### src/hw/rtl/rrss_pkg.sv
// Shared types and constants for the round-robin scheduler with sleep timer.
package rrss_pkg;

  localparam int CMD_W    = 2;
  localparam int TID_W    = 3;
  localparam int TST_W    = 2;
  localparam int CYC_W    = 32;
  localparam int MS_W     = 16;
  localparam int MASK_W   = 8;
  localparam int TIME_W   = 32;

  localparam logic [TIME_W-1:0] TIME_NONE = '1;

  typedef enum logic [CMD_W-1:0] {
    CMD_TICK      = 2'd0,
    CMD_YIELD     = 2'd1,
    CMD_SLEEP     = 2'd2,
    CMD_SET_STATE = 2'd3
  } cmd_t;

  typedef enum logic [TST_W-1:0] {
    TS_FREE     = 2'd0,
    TS_RUNNABLE = 2'd1,
    TS_BLOCKED  = 2'd2,
    TS_SLEEPING = 2'd3
  } tstate_t;

  typedef enum logic [2:0] {
    S_IDLE,
    S_TICK_CHK,
    S_WAKE,
    S_WAKE_FIN,
    S_DIV,
    S_SLP_UPD,
    S_PICK,
    S_DONE
  } fsm_t;

  // controller -> datapath
  typedef struct packed {
    logic clr_result;
    logic tick_inc;
    logic scan_start;
    logic pick_start;
    logic scan_step;
    logic wake_step;
    logic wake_fin;
    logic set_write;
    logic div_start;
    logic div_step;
    logic sleep_upd;
    logic pick_hit;
    logic pick_none;
    logic load_out;
  } ctrl_t;

  // datapath -> controller
  typedef struct packed {
    logic tick_due;
    logic cycles_zero;
    logic scan_last;
    logic rd_runnable;
    logic div_done;
    logic out_busy;
  } stat_t;

endpackage

### src/hw/rtl/rrss_req_if.sv
// Request channel: one scheduler command item per handshake.
interface rrss_req_if import rrss_pkg::*; ();
  logic             valid;
  logic             ready;
  logic [CMD_W-1:0] command;
  logic [TID_W-1:0] thread_index;
  logic [TST_W-1:0] new_state;
  logic [CYC_W-1:0] sleep_cycles;

  modport source (output valid, output command, output thread_index, output new_state,
                  output sleep_cycles, input ready);
  modport sink   (input valid, input command, input thread_index, input new_state,
                  input sleep_cycles, output ready);
endinterface

### src/hw/rtl/rrss_rsp_if.sv
// Response channel: one result item per handshake.
interface rrss_rsp_if import rrss_pkg::*; ();
  logic              valid;
  logic              ready;
  logic [TID_W-1:0]  current_thread;
  logic              no_runnable;
  logic [MS_W-1:0]   sleep_ms;
  logic [MASK_W-1:0] woken_mask;

  modport source (output valid, output current_thread, output no_runnable,
                  output sleep_ms, output woken_mask, input ready);
  modport sink   (input valid, input current_thread, input no_runnable,
                  input sleep_ms, input woken_mask, output ready);
endinterface

### src/hw/rtl/round_robin_scheduler_sleep_timer.sv
// Top level of the round-robin thread scheduler with millisecond sleep timer.
//
// Channels: req carries one command item (tick, yield, sleep, set_state);
// rsp returns exactly one result item per command, in order. Both use
// valid/ready; an item moves on a rising edge with valid and ready high.
// Commands are handled one at a time: req.ready is high only while the
// controller is idle. The result sits in an output register, so a new
// command is taken while the previous result still waits on rsp.
// Work per command:
//   set_state: table write; zero-cycle sleep: no change
//   tick: clock increment, then at wake time a wake scan, one slot per cycle
//   yield: round-robin scan, one slot per cycle
//   sleep: reciprocal multiply by CYCLES_PER_MS, then the yield scan
// The scan makes one registered read of the thread tables per cycle; the
// divide latches its operand on accept and registers the product.
// Reset: thread 0 runnable, all others free, clock zero, no pending wake.
// A stalled rsp holds its item; a finished command waits for the output
// register to free before the controller returns to idle.
module round_robin_scheduler_sleep_timer import rrss_pkg::*; #(
  parameter int          THREADS       = 8,
  parameter int unsigned CYCLES_PER_MS = 80000
) (
  input logic        clk,
  input logic        rst,
  rrss_req_if.sink   req,
  rrss_rsp_if.source rsp
);

  ctrl_t ctrl;   // per-cycle commands from the sequencer
  stat_t stat;   // compare results and scan/divider progress

  // controller: owns req.ready and the command sequencing
  rrss_ctrl u_ctrl (
    .clk         (clk),
    .rst         (rst),
    .req_valid   (req.valid),
    .req_command (req.command),
    .req_ready   (req.ready),
    .stat        (stat),
    .ctrl        (ctrl)
  );

  // datapath: tables, timers, divider and result register
  rrss_dp #(
    .THREADS       (THREADS),
    .CYCLES_PER_MS (CYCLES_PER_MS)
  ) u_dp (
    .clk                (clk),
    .rst                (rst),
    .ctrl               (ctrl),
    .stat               (stat),
    .req_thread_index   (req.thread_index),
    .req_new_state      (req.new_state),
    .req_sleep_cycles   (req.sleep_cycles),
    .rsp_valid          (rsp.valid),
    .rsp_ready          (rsp.ready),
    .rsp_current_thread (rsp.current_thread),
    .rsp_no_runnable    (rsp.no_runnable),
    .rsp_sleep_ms       (rsp.sleep_ms),
    .rsp_woken_mask     (rsp.woken_mask)
  );

endmodule

### src/hw/rtl/rrss_ctrl.sv
// Scheduler controller: sequences tick, yield, sleep and set_state commands.
module rrss_ctrl import rrss_pkg::*; (
  input  logic             clk,
  input  logic             rst,
  input  logic             req_valid,
  input  logic [CMD_W-1:0] req_command,
  output logic             req_ready,
  input  stat_t            stat,
  output ctrl_t            ctrl
);

  fsm_t state, state_next;

  always_ff @(posedge clk) begin
    if (rst) begin
      state <= S_IDLE;
    end else begin
      state <= state_next;
    end
  end

  always_comb begin
    state_next = state;
    ctrl       = '0;
    req_ready  = 1'b0;
    case (state)
      S_IDLE: begin
        req_ready = 1'b1;
        if (req_valid) begin
          ctrl.clr_result = 1'b1;
          case (cmd_t'(req_command))
            CMD_TICK: begin
              ctrl.tick_inc = 1'b1;
              state_next    = S_TICK_CHK;
            end
            CMD_YIELD: begin
              ctrl.pick_start = 1'b1;
              state_next      = S_PICK;
            end
            CMD_SLEEP: begin
              if (stat.cycles_zero) begin
                state_next = S_DONE;
              end else begin
                ctrl.div_start = 1'b1;
                state_next     = S_DIV;
              end
            end
            CMD_SET_STATE: begin
              ctrl.set_write = 1'b1;
              state_next     = S_DONE;
            end
            default: begin
              state_next = S_DONE;
            end
          endcase
        end
      end
      S_TICK_CHK: begin
        if (stat.tick_due) begin
          ctrl.scan_start = 1'b1;
          state_next      = S_WAKE;
        end else begin
          state_next = S_DONE;
        end
      end
      S_WAKE: begin
        ctrl.wake_step = 1'b1;
        if (stat.scan_last) begin
          state_next = S_WAKE_FIN;
        end else begin
          ctrl.scan_step = 1'b1;
        end
      end
      S_WAKE_FIN: begin
        ctrl.wake_fin = 1'b1;
        state_next    = S_DONE;
      end
      S_DIV: begin
        if (stat.div_done) begin
          state_next = S_SLP_UPD;
        end else begin
          ctrl.div_step = 1'b1;
        end
      end
      S_SLP_UPD: begin
        ctrl.sleep_upd  = 1'b1;
        ctrl.pick_start = 1'b1;
        state_next      = S_PICK;
      end
      S_PICK: begin
        if (stat.rd_runnable) begin
          ctrl.pick_hit = 1'b1;
          state_next    = S_DONE;
        end else if (stat.scan_last) begin
          ctrl.pick_none = 1'b1;
          state_next     = S_DONE;
        end else begin
          ctrl.scan_step = 1'b1;
        end
      end
      S_DONE: begin
        if (!stat.out_busy) begin
          ctrl.load_out = 1'b1;
          state_next    = S_IDLE;
        end
      end
      default: begin
        state_next = S_IDLE;
      end
    endcase
  end

endmodule

### src/hw/rtl/rrss_dp.sv
// Scheduler datapath: thread tables, ms clock, slot scan, divider, result register.
module rrss_dp import rrss_pkg::*; #(
  parameter int          THREADS       = 8,
  parameter int unsigned CYCLES_PER_MS = 80000
) (
  input  logic              clk,
  input  logic              rst,
  input  ctrl_t             ctrl,
  output stat_t             stat,
  input  logic [TID_W-1:0]  req_thread_index,
  input  logic [TST_W-1:0]  req_new_state,
  input  logic [CYC_W-1:0]  req_sleep_cycles,
  output logic              rsp_valid,
  input  logic              rsp_ready,
  output logic [TID_W-1:0]  rsp_current_thread,
  output logic              rsp_no_runnable,
  output logic [MS_W-1:0]   rsp_sleep_ms,
  output logic [MASK_W-1:0] rsp_woken_mask
);

  localparam int AW = $clog2(THREADS);
  localparam int unsigned DIVISOR = (CYCLES_PER_MS == 0) ? 1 : CYCLES_PER_MS;
  // q = (x * MUL_K) >> DIV_SH is exact for every 32-bit x
  localparam int DIV_SH = CYC_W + $clog2(DIVISOR);
  localparam int PROD_W = 2*CYC_W + 1;
  localparam logic [PROD_W:0] DIV_POW = (PROD_W+1)'(1) << DIV_SH;
  localparam logic [CYC_W:0] MUL_K = (CYC_W+1)'((DIV_POW + DIVISOR - 1) / DIVISOR);
  localparam logic [AW-1:0] LAST_IDX = AW'(THREADS - 1);

  function automatic logic [AW-1:0] wrap_inc(input logic [AW-1:0] v);
    return (v == LAST_IDX) ? '0 : v + 1'b1;
  endfunction

  // architectural state
  logic [TIME_W-1:0] sys_ms;
  logic [TIME_W-1:0] next_wake;
  logic [AW-1:0]     running;

  // thread tables
  logic [TST_W-1:0]  ts_mem [THREADS];
  logic [THREADS-1:0] ts_vld;
  logic [TIME_W-1:0] wt_mem [THREADS];

  // scan
  logic [AW-1:0]     idx, idx_next, cnt;
  logic [TST_W-1:0]  rd_state;
  logic [TIME_W-1:0] rd_wake;
  logic [TIME_W-1:0] min_rel;
  logic [TIME_W-1:0] rel;
  logic              sleeping, wake_hit;

  // table write port
  logic              ts_we;
  logic [AW-1:0]     ts_wa;
  logic [TST_W-1:0]  ts_wd;
  logic              set_ok;

  // divider
  logic [CYC_W-1:0]  div_in;
  logic [PROD_W-1:0] prod;
  logic              div_full;
  logic [CYC_W-1:0]  quo;
  logic [TIME_W-1:0] wake_new;

  // per-item results
  logic              none;
  logic [MS_W-1:0]   ms;
  logic [MASK_W-1:0] woken;

  always_comb begin
    idx_next = idx;
    if (ctrl.scan_start) begin
      idx_next = '0;
    end else if (ctrl.pick_start) begin
      idx_next = wrap_inc(running);
    end else if (ctrl.scan_step) begin
      idx_next = wrap_inc(idx);
    end
  end

  assign sleeping = (rd_state == TS_SLEEPING);
  assign wake_hit = sleeping && (rd_wake == sys_ms);
  assign rel      = rd_wake - sys_ms;
  assign set_ok   = (32'(req_thread_index) < THREADS) && (req_new_state <= TS_BLOCKED);
  assign wake_new = quo + sys_ms;

  always_comb begin
    ts_we = 1'b0;
    ts_wa = idx;
    ts_wd = TS_RUNNABLE;
    if (ctrl.set_write && set_ok) begin
      ts_we = 1'b1;
      ts_wa = AW'(req_thread_index);
      ts_wd = req_new_state;
    end else if (ctrl.sleep_upd) begin
      ts_we = 1'b1;
      ts_wa = running;
      ts_wd = TS_SLEEPING;
    end else if (ctrl.wake_step && wake_hit) begin
      ts_we = 1'b1;
      ts_wa = idx;
      ts_wd = TS_RUNNABLE;
    end
  end

  // tables: registered read at the index the scan moves to
  always_ff @(posedge clk) begin
    rd_wake <= wt_mem[idx_next];
    if (ts_vld[idx_next]) begin
      rd_state <= ts_mem[idx_next];
    end else begin
      rd_state <= (idx_next == '0) ? TS_RUNNABLE : TS_FREE;
    end
    if (ts_we) begin
      ts_mem[ts_wa] <= ts_wd;
    end
    if (ctrl.sleep_upd) begin
      wt_mem[running] <= wake_new;
    end
  end

  always_ff @(posedge clk) begin
    if (rst) begin
      ts_vld <= '0;
    end else if (ts_we) begin
      ts_vld[ts_wa] <= 1'b1;
    end
  end

  // scan index and step count
  always_ff @(posedge clk) begin
    idx <= idx_next;
    if (ctrl.scan_start || ctrl.pick_start) begin
      cnt <= '0;
    end else if (ctrl.scan_step) begin
      cnt <= cnt + 1'b1;
    end
  end

  // clock, earliest wake, running thread
  always_ff @(posedge clk) begin
    if (rst) begin
      sys_ms    <= '0;
      next_wake <= TIME_NONE;
      running   <= '0;
    end else begin
      if (ctrl.tick_inc) begin
        sys_ms <= sys_ms + 1'b1;
      end
      if (ctrl.wake_fin) begin
        next_wake <= min_rel + sys_ms;
      end else if (ctrl.sleep_upd && (quo < (next_wake - sys_ms))) begin
        next_wake <= wake_new;
      end
      if (ctrl.pick_hit) begin
        running <= idx;
      end
    end
  end

  // wake scan and per-item result fields
  always_ff @(posedge clk) begin
    if (ctrl.scan_start) begin
      min_rel <= TIME_NONE;
    end else if (ctrl.wake_step && sleeping && !wake_hit && (rel < min_rel)) begin
      min_rel <= rel;
    end
    if (ctrl.clr_result) begin
      none  <= 1'b0;
      ms    <= '0;
      woken <= '0;
    end else begin
      if (ctrl.wake_step && wake_hit) begin
        woken <= woken | (MASK_W'(1) << idx);
      end
      if (ctrl.sleep_upd) begin
        ms <= quo[MS_W-1:0];
      end
      if (ctrl.pick_none) begin
        none <= 1'b1;
      end
    end
  end

  // divide by CYCLES_PER_MS: operand latched on accept, product registered in the cycle after
  always_ff @(posedge clk) begin
    if (ctrl.div_start) begin
      div_in   <= req_sleep_cycles;
      div_full <= 1'b0;
    end else if (ctrl.div_step) begin
      prod     <= PROD_W'(div_in) * PROD_W'(MUL_K);
      div_full <= 1'b1;
    end
  end

  assign quo = CYC_W'(prod >> DIV_SH);

  // output register
  always_ff @(posedge clk) begin
    if (rst) begin
      rsp_valid <= 1'b0;
    end else if (ctrl.load_out) begin
      rsp_valid <= 1'b1;
    end else if (rsp_ready) begin
      rsp_valid <= 1'b0;
    end
  end

  always_ff @(posedge clk) begin
    if (ctrl.load_out) begin
      rsp_current_thread <= TID_W'(running);
      rsp_no_runnable    <= none;
      rsp_sleep_ms       <= ms;
      rsp_woken_mask     <= woken;
    end
  end

  assign stat.tick_due    = (sys_ms == next_wake);
  assign stat.cycles_zero = (req_sleep_cycles == '0);
  assign stat.scan_last   = (cnt == LAST_IDX);
  assign stat.rd_runnable = (rd_state == TS_RUNNABLE);
  assign stat.div_done    = div_full;
  assign stat.out_busy    = rsp_valid && !rsp_ready;

endmodule

### src/flat_wrapper.sv
// flat-port wrapper written by rule: the top's interface ports become plain ports
module round_robin_scheduler_sleep_timer_flat import rrss_pkg::*;
#(
  parameter int          THREADS       = 8,
  parameter int unsigned CYCLES_PER_MS = 80000
)
  (clk, rst, req_valid, req_command, req_thread_index, req_new_state, req_sleep_cycles, req_ready, rsp_valid, rsp_current_thread, rsp_no_runnable, rsp_sleep_ms, rsp_woken_mask, rsp_ready);
  rrss_req_if req_i ();
  rrss_rsp_if rsp_i ();
  input logic clk;
  input logic rst;
  input wire logic [$bits(req_i.valid)-1:0] req_valid;
  input wire logic [$bits(req_i.command)-1:0] req_command;
  input wire logic [$bits(req_i.thread_index)-1:0] req_thread_index;
  input wire logic [$bits(req_i.new_state)-1:0] req_new_state;
  input wire logic [$bits(req_i.sleep_cycles)-1:0] req_sleep_cycles;
  output wire logic [$bits(req_i.ready)-1:0] req_ready;
  output wire logic [$bits(rsp_i.valid)-1:0] rsp_valid;
  output wire logic [$bits(rsp_i.current_thread)-1:0] rsp_current_thread;
  output wire logic [$bits(rsp_i.no_runnable)-1:0] rsp_no_runnable;
  output wire logic [$bits(rsp_i.sleep_ms)-1:0] rsp_sleep_ms;
  output wire logic [$bits(rsp_i.woken_mask)-1:0] rsp_woken_mask;
  input wire logic [$bits(rsp_i.ready)-1:0] rsp_ready;
  assign req_i.valid = req_valid;
  assign req_i.command = req_command;
  assign req_i.thread_index = req_thread_index;
  assign req_i.new_state = req_new_state;
  assign req_i.sleep_cycles = req_sleep_cycles;
  assign req_ready = req_i.ready;
  assign rsp_valid = rsp_i.valid;
  assign rsp_current_thread = rsp_i.current_thread;
  assign rsp_no_runnable = rsp_i.no_runnable;
  assign rsp_sleep_ms = rsp_i.sleep_ms;
  assign rsp_woken_mask = rsp_i.woken_mask;
  assign rsp_i.ready = rsp_ready;
  round_robin_scheduler_sleep_timer #(.THREADS(THREADS), .CYCLES_PER_MS(CYCLES_PER_MS)) u_core (.clk(clk), .rst(rst), .req(req_i), .rsp(rsp_i));
endmodule
### config.mk
export PLATFORM = sky130hd
export DESIGN_NAME = round_robin_scheduler_sleep_timer_flat
export DESIGN_NICKNAME = d
export VERILOG_FILES = /design/src/hw/rtl/rrss_pkg.sv /design/src/hw/rtl/rrss_req_if.sv /design/src/hw/rtl/rrss_rsp_if.sv /design/src/hw/rtl/round_robin_scheduler_sleep_timer.sv /design/src/hw/rtl/rrss_ctrl.sv /design/src/hw/rtl/rrss_dp.sv /design/src/flat_wrapper.sv
export SDC_FILE = /design/constraint.sdc
export NUM_CORES = 2
export LEC_CHECK = 0
export CAP_MARGIN = 20
export CORE_AREA = 2 2 363 275
export DETAILED_ROUTE_END_ITERATION = 10
export DIE_AREA = 0 0 365 277
export DONT_BUFFER_PORTS = 1
export PLACE_DENSITY = 0.69
export SLEW_MARGIN = 20
export SYNTH_ARGS = -nofsm -noshare
export SYNTH_HDL_FRONTEND = slang
export SYNTH_SLANG_ARGS = --single-unit
### constraint.sdc
create_clock -name clk -period 6.84 [get_ports clk]
set_input_delay 0 -clock clk [delete_from_list [all_inputs] [get_ports clk]]
set_output_delay 0 -clock clk [all_outputs]
set_load 0.1 [all_outputs]
# ---- Word-level counts from Yosys, hierarchy flattened
# Memories as Yosys holds them, arrays and structs flattened. A register that Yosys moved wholly into a read port is not among the register bits.
# Index checks and enable logic that the tools add are counted.
dict set report word_totals {
  reg_bits 269
  mem_count 2
  ram_bits 272
  out_inout_bits 30
}
# memory words word_bits read_ports rd_ports_with_merged_regs wr line_no
set memory_table {}
lappend memory_table {u_core.u_dp.wt_mem 8 32 1 1 1 rrss_dp.sv:42} ;# logic [TIME_W-1:0] wt_mem [THREADS];
lappend memory_table {u_core.u_dp.ts_mem 8 2 1 0 1 rrss_dp.sv:40} ;# logic [TST_W-1:0] ts_mem [THREADS];
dict set report classes {
  reduce_logical 20
  addsub 8
  n_mux 64
  magnitude_cmp 6
  n_mul 1
  shift 1
  n_eq_ne 22
  bitwise_logic 3
}
# op count
set ops {}
lappend ops {{$eq 32x32->1} 2}
lappend ops {{$mul 32x32->64 const B} 1}
lappend ops {{$mux 32} 2}
lappend ops {{$sub 32x32->32} 2}
lappend ops {{$mux 3} 14}
lappend ops {{$mux 1} 33}
lappend ops {{$add 16x32->32} 1}
lappend ops {{$add 32x1->32 const B} 1}
lappend ops {{$add 32x32->32} 1}
lappend ops {{$logic_not 32->1} 1}
lappend ops {{$lt 16x32->1} 1}
lappend ops {{$lt 32x32->1} 1}
lappend ops {{$pmux 3 s8} 1}
lappend ops {{$eq 3x3->1 const B} 7}
lappend ops {{$mux 2} 9}
lappend ops {{$or 8x8->8} 2}
lappend ops {{$pmux 3 s4} 1}
lappend ops {{$add 3x1->3 const B} 3}
lappend ops {{$logic_and 1x1->1} 9}
lappend ops {{$lt 3x4->1 const B} 2}
lappend ops {{$shl 1x3->8 const A} 1}
lappend ops {{$eq 2x2->1 const B} 3}
lappend ops {{$eq 3x2->1 const B} 2}
lappend ops {{$logic_not 3->1} 2}
lappend ops {{other kinds (17)} 23}

# ---- Longest topological paths before layout
dict set report depth {
  ltp_word 12
  depth_mapped 26
}

# ---- Modules after synthesis
# From an unflattened synthesis, not the netlist that was laid out.
dict set report unflattened {
  hier_cells 3882
  hier_area_um2 43533.0
}
# mod area_per_inst_um2 cells_per_inst n_inst seq_area_each_um2
set by_module_without_submodules {}
lappend by_module_without_submodules {rrss_dp 43106.3 3825 1 13933.4}
lappend by_module_without_submodules {rrss_ctrl 426.7 57 1 60.1}

# ---- Worst setup path before layout
# No wires, ideal clock.
dict set report synth_timing {
  kind {reg2reg}
  start {reg u_core.u_dp.div_in[10]}
  end {reg u_core.u_dp.prod[64], data pin}
  t_required_ps 6580
  arrival_time_ps 7088
  synth_period_minus_slack_ps 7348
  path_slack_ps -508
  setup_ps 260
  stages_incl_launch_ff 25
  path_cell_list {edfxtp_1 > ha_1 > xor2_1 > ha_1 > or2_2 > fa_1 > fa_1 > fa_1 > fa_1 > fa_1 > inv_1 > fa_1 > inv_1 > ha_1 > nand3_1 > nor2_1 > nand3_1 > or4b_2 > o2111a_1 > a211oi_1 > o21ai_1 > a31oi_1 > o22ai_1 > o21bai_1 > xnor2_1}
}
dict set report synth_via {
  elab_chain_len 1
}
# item line_no
set synth_lines {}
lappend synth_lines {{from (decl)} rrss_dp.sv:59} ;# logic [CYC_W-1:0] div_in;
lappend synth_lines {{from (signal assigned)} rrss_dp.sv:188} ;# div_in <= req_sleep_cycles;
lappend synth_lines {{$mul 32x32->64} rrss_dp.sv:191} ;# prod <= PROD_W'(div_in) * PROD_W'(MUL_K);
lappend synth_lines {{to (signal assigned)} rrss_dp.sv:191}
lappend synth_lines {{to (decl)} rrss_dp.sv:60} ;# logic [PROD_W-1:0] prod;
# Every way passes these cells.
# A chain may end at the register's enable or synchronous reset.

# ---- Worst setup path in the final report
dict set report layout_timing {
  start {reg u_core.u_dp.div_in[26]}
  end {reg u_core.u_dp.prod[64], data pin}
}
# Same word-level chain as after synthesis.

==> results.py <==
metrics = {
    "worst_setup_path": {
        "critPathSlowestCell": "fa_2",
        "cp.required_ns": 7.22,
        "criticalPathCategory": "register to register",
        "max_stage_delay_ns": 0.55,
        "crit_fanout": 4,
        "reg2regPathDepth": 26,
        "cp-end-kind": "register",
        "critPathMostFrequentCell": "fa_2",
        "r2r_end": "u_core.u_dp.prod[64]",
        "r2r-start": "u_core.u_dp.div_in[26]",
        "rrSetupSlack_ns": -0.41,
        "start_kind": "register",
        "arrival_ns": 7.64,
    },
    "place": {
        "dpl_worst_slack_ns": -0.603,
        "io_buffers": 0,
        "place_inst": 5751,
        "place_congestion": 0.994,
        "place_area_mm2": 0.0473,
        "hpwlAfterDp_mm": 95.3,
    },
    "status": {
        "violations": "negative setup slack",
        "status": "finished with violations",
    },
    "logic_synthesis": {
        "synth_area_leaders": "edfxtp_1, fa_1, ha_1, dfxtp_1, inv_1",
        "synth.most_common_cell": "inv_1",
        "syn_avg_cell_area_um2": 10.2,
        "synth_common_cells": "inv_1, ha_1, nand2_1",
        "ys_ff_latch": 525,
        "synth_area_mm2": 0.0437,
        "synth-edff-count": 348,
        "yosysSeqAreaShare": 0.320,
        "synthCells": 4268,
        "ys_warn_count": 0,
        "synth_largest_area_cell": "edfxtp_1",
        "synth_top_area_frac": 0.239,
        "async_flop_share": 0,
        "synth_ff_type": "edfxtp_1",
        "synth_fp_nets": 5289,
        "yosys.cell_types.count": 92,
    },
    "layout": {
        "nFillCells": 8648,
        "nets": 5628,
        "multiInputGateArea_mm2": 0.0280,
        "final_layout_size_suffix_gt1_frac": 0.140,
        "instances_no_fill": 5980,
        "area_growth_pct": 17.3,
        "seq_area_mm2": 0.0140,
        "final_area_mm2": 0.0513,
    },
    "route": {
        "viasPerCell": 5.41,
        "dr.pass1.iters": 6,
        "via_count": 32339,
        "drt_iter0_markers": 2991,
        "finalWirelength_mm": 123,
        "antenna_left": 0,
        "wire_per_inst_um": 20.5,
        "drc_errors": 0,
    },
    "timing": {
        "timing.final.crit_share": 1.06,
        "rsz0062_at_grt": "true",
        "fin_ws_ns": -0.413,
        "setup_tns_ns": -5.36,
        "finClkSkew_ns": 0.0377,
        "final_hold_viol_count": 0,
        "setup_violations": 16,
        "worstMarginPinSlew_ns": 1.10,
        "relSlewSlack": 0.259,
        "drv_slew": 0,
        "max_freq_mhz": 138,
        "layout_min_cycle_time_ns": 7.25,
    },
    "floorplanning": {
        "die_area_mm2": 0.101,
        "fp.dieH_um": 277,
        "fp.dieW_um": 365,
        "start_util": 0.446,
        "design.core.area_mm2": 0.0981,
        "rows": 100,
        "num_io_pins": 73,
    },
    "clock_tree": {
        "cts_root_buf": "clkbuf_16",
        "numCtsBuffers": 54,
        "clock_latency_ns": 0.66,
        "cts_buffer_depth": 3,
        "cts_tree": "yes",
        "cts.clk_slew.worst_paths_ns": 0.06,
        "numClockSinks": 525,
        "htreeDepth": 2,
    },
    "hold_path": {
        "hold_start": "req_command[0]",
        "holdPathStages": 6,
        "min_path_type": "input pin to register",
        "min_to": "u_core.u_ctrl.state[1]",
    },
    "global_route": {
        "grt_antenna_before_repair": 1,
        "overflow": 0,
        "grt_pass1_wl_mm": 189,
        "track_usage": 0.244,
        "grt_max_degree": 85,
        "grt_pass1_vias": 32222,
    },
    "job": {
        "drv_cap": 0,
    },
}
==> per-layer routing <==
layer,up-vias,part of all wire,GRT usage
li1,15200,-,-
met1,15933,0.46,0.360
met2,1067,0.41,0.338
met3,137,0.10,0.0856
met4,2,0.024,0.0597
met5,-,0.0015,0.0129
==> placed cells by master, fill, tap and decap left out, types with 11 or more instances in the layout <==
cell           synthesis  routed
inv_1                613     588
ha_1                 548     494
nand2_1              492     488
fa_1                 430     399
edfxtp_1             348     348
buf_4                  0     308
nand3_1              223     220
nor2_1               195     185
dfxtp_1              177     177
a21oi_1              157     147
xnor2_1              126     124
o21ai_0              125     123
a21o_1                81      81
dlygate4sd3_1          0      64
nor3_1                62      58
clkbuf_16              0      54
o211ai_1              51      51
ha_4                   0      44
nand2b_1              40      40
xor2_1                48      37
nand4_1               32      32
fa_2                   0      31
a211oi_1              31      29
and3_1                28      28
buf_6                  2      25
inv_2                  0      24
and2_1                23      23
mux2i_1               23      23
a31oi_1               24      21
nor2b_1               19      18
o21a_1                17      17
nor4_1                18      17
o21ai_1               16      15
or3_1                 14      14
o21bai_1              13      13
and4_1                13      13
clkinv_2               0      12
or2_2                 15      11
==> sequential cells by signal, summed over array words and instances (netlist names), 16 cells and up <==
name,count
u_core.u_dp.ts_mem,16
u_core.u_dp.ms,16
u_core.u_dp.min_rel,32
u_core.u_dp.div_in,32
u_core.u_dp.next_wake,32
u_core.u_dp.rd_wake,32
u_core.u_dp.prod,16
u_core.u_dp.wt_mem,256
u_core.u_dp.rsp_sleep_ms,16
u_core.u_dp.sys_ms,32
==> critical path, delay by kind of cell (launching register included) <==
kind            cells  cell delay [ns]
buf+inv             6             0.54
fa+ha+maj           9             3.93
xor+xnor            1             0.09
simple gates        4             0.85
flops               1             0.49
compound gates      6             1.11
==> kinds of logic after synthesis <==
family | after synthesis | share of synthesized area
AND/OR/NAND/NOR | 1203 | 0.128
adder cells (fa/ha/maj) | 978 | 0.354
AO/OA/AOI/OAI | 625 | 0.0930
multiplexers | 26 | 0.00604
XOR/XNOR | 174 | 0.0349
buffers and inverters | 737 | 0.0646
flip-flops | 525 | 0.320
==> final cells by class <==
class                      instances  area share
sequential                       525       0.273
inverter                         615      0.0451
multi-input combinational       3006       0.546
timing repair buffer             405      0.0662
clock buffer                      70      0.0293
tap                             1326      0.0323
antenna                            2   0.0000976
clock inverter                    31     0.00839
==> metrics by stage <==
step | utilization | hold WS, ns
floorplan | - | 0.0989
global placement | 0.482 | 0.0989
detailed placement | 0.482 | 0.0989
CTS | 0.521 | 0.000240
global route | 0.523 | 0.00590
finish | 0.523 | 0.000454
==> what timing repair did <==
action | 4_1_cts | 5_1_grt
endpoints found under the setup margin | 16 | 16
resized for setup | 152 | 37
setup buffers | 52 | 9
pin swaps | 86 | 23
hold buffers | 65 | 0
endpoints found under the hold margin | 183 | 0
==> worst max path at each step <==
| stage | from | endpoint | slack [ns] | cells past startpoint |
|---|---|---|---|---|
| 2_1_floorplan | u_core.u_dp.div_in[10] | u_core.u_dp.prod[64] | -0.26 | 22 |
| 3_3_place_gp | u_core.u_dp.div_in[15] | u_core.u_dp.prod[64] | -0.45 | 22 |
| 3_5_place_dp | u_core.u_dp.div_in[15] | u_core.u_dp.prod[64] | -0.60 | 22 |
| 4_1_cts | u_core.u_dp.div_in[17] | u_core.u_dp.prod[64] | -0.39 | 22 |
| 5_1_grt | u_core.u_dp.div_in[8] | u_core.u_dp.prod[62] | -0.61 | 26 |
| 6_report | u_core.u_dp.div_in[26] | u_core.u_dp.prod[64] | -0.41 | 26 |
Power is left out: the tool's default activity adds up to more than one toggle a clock period on the data nets, which glitch-free logic cannot reach.
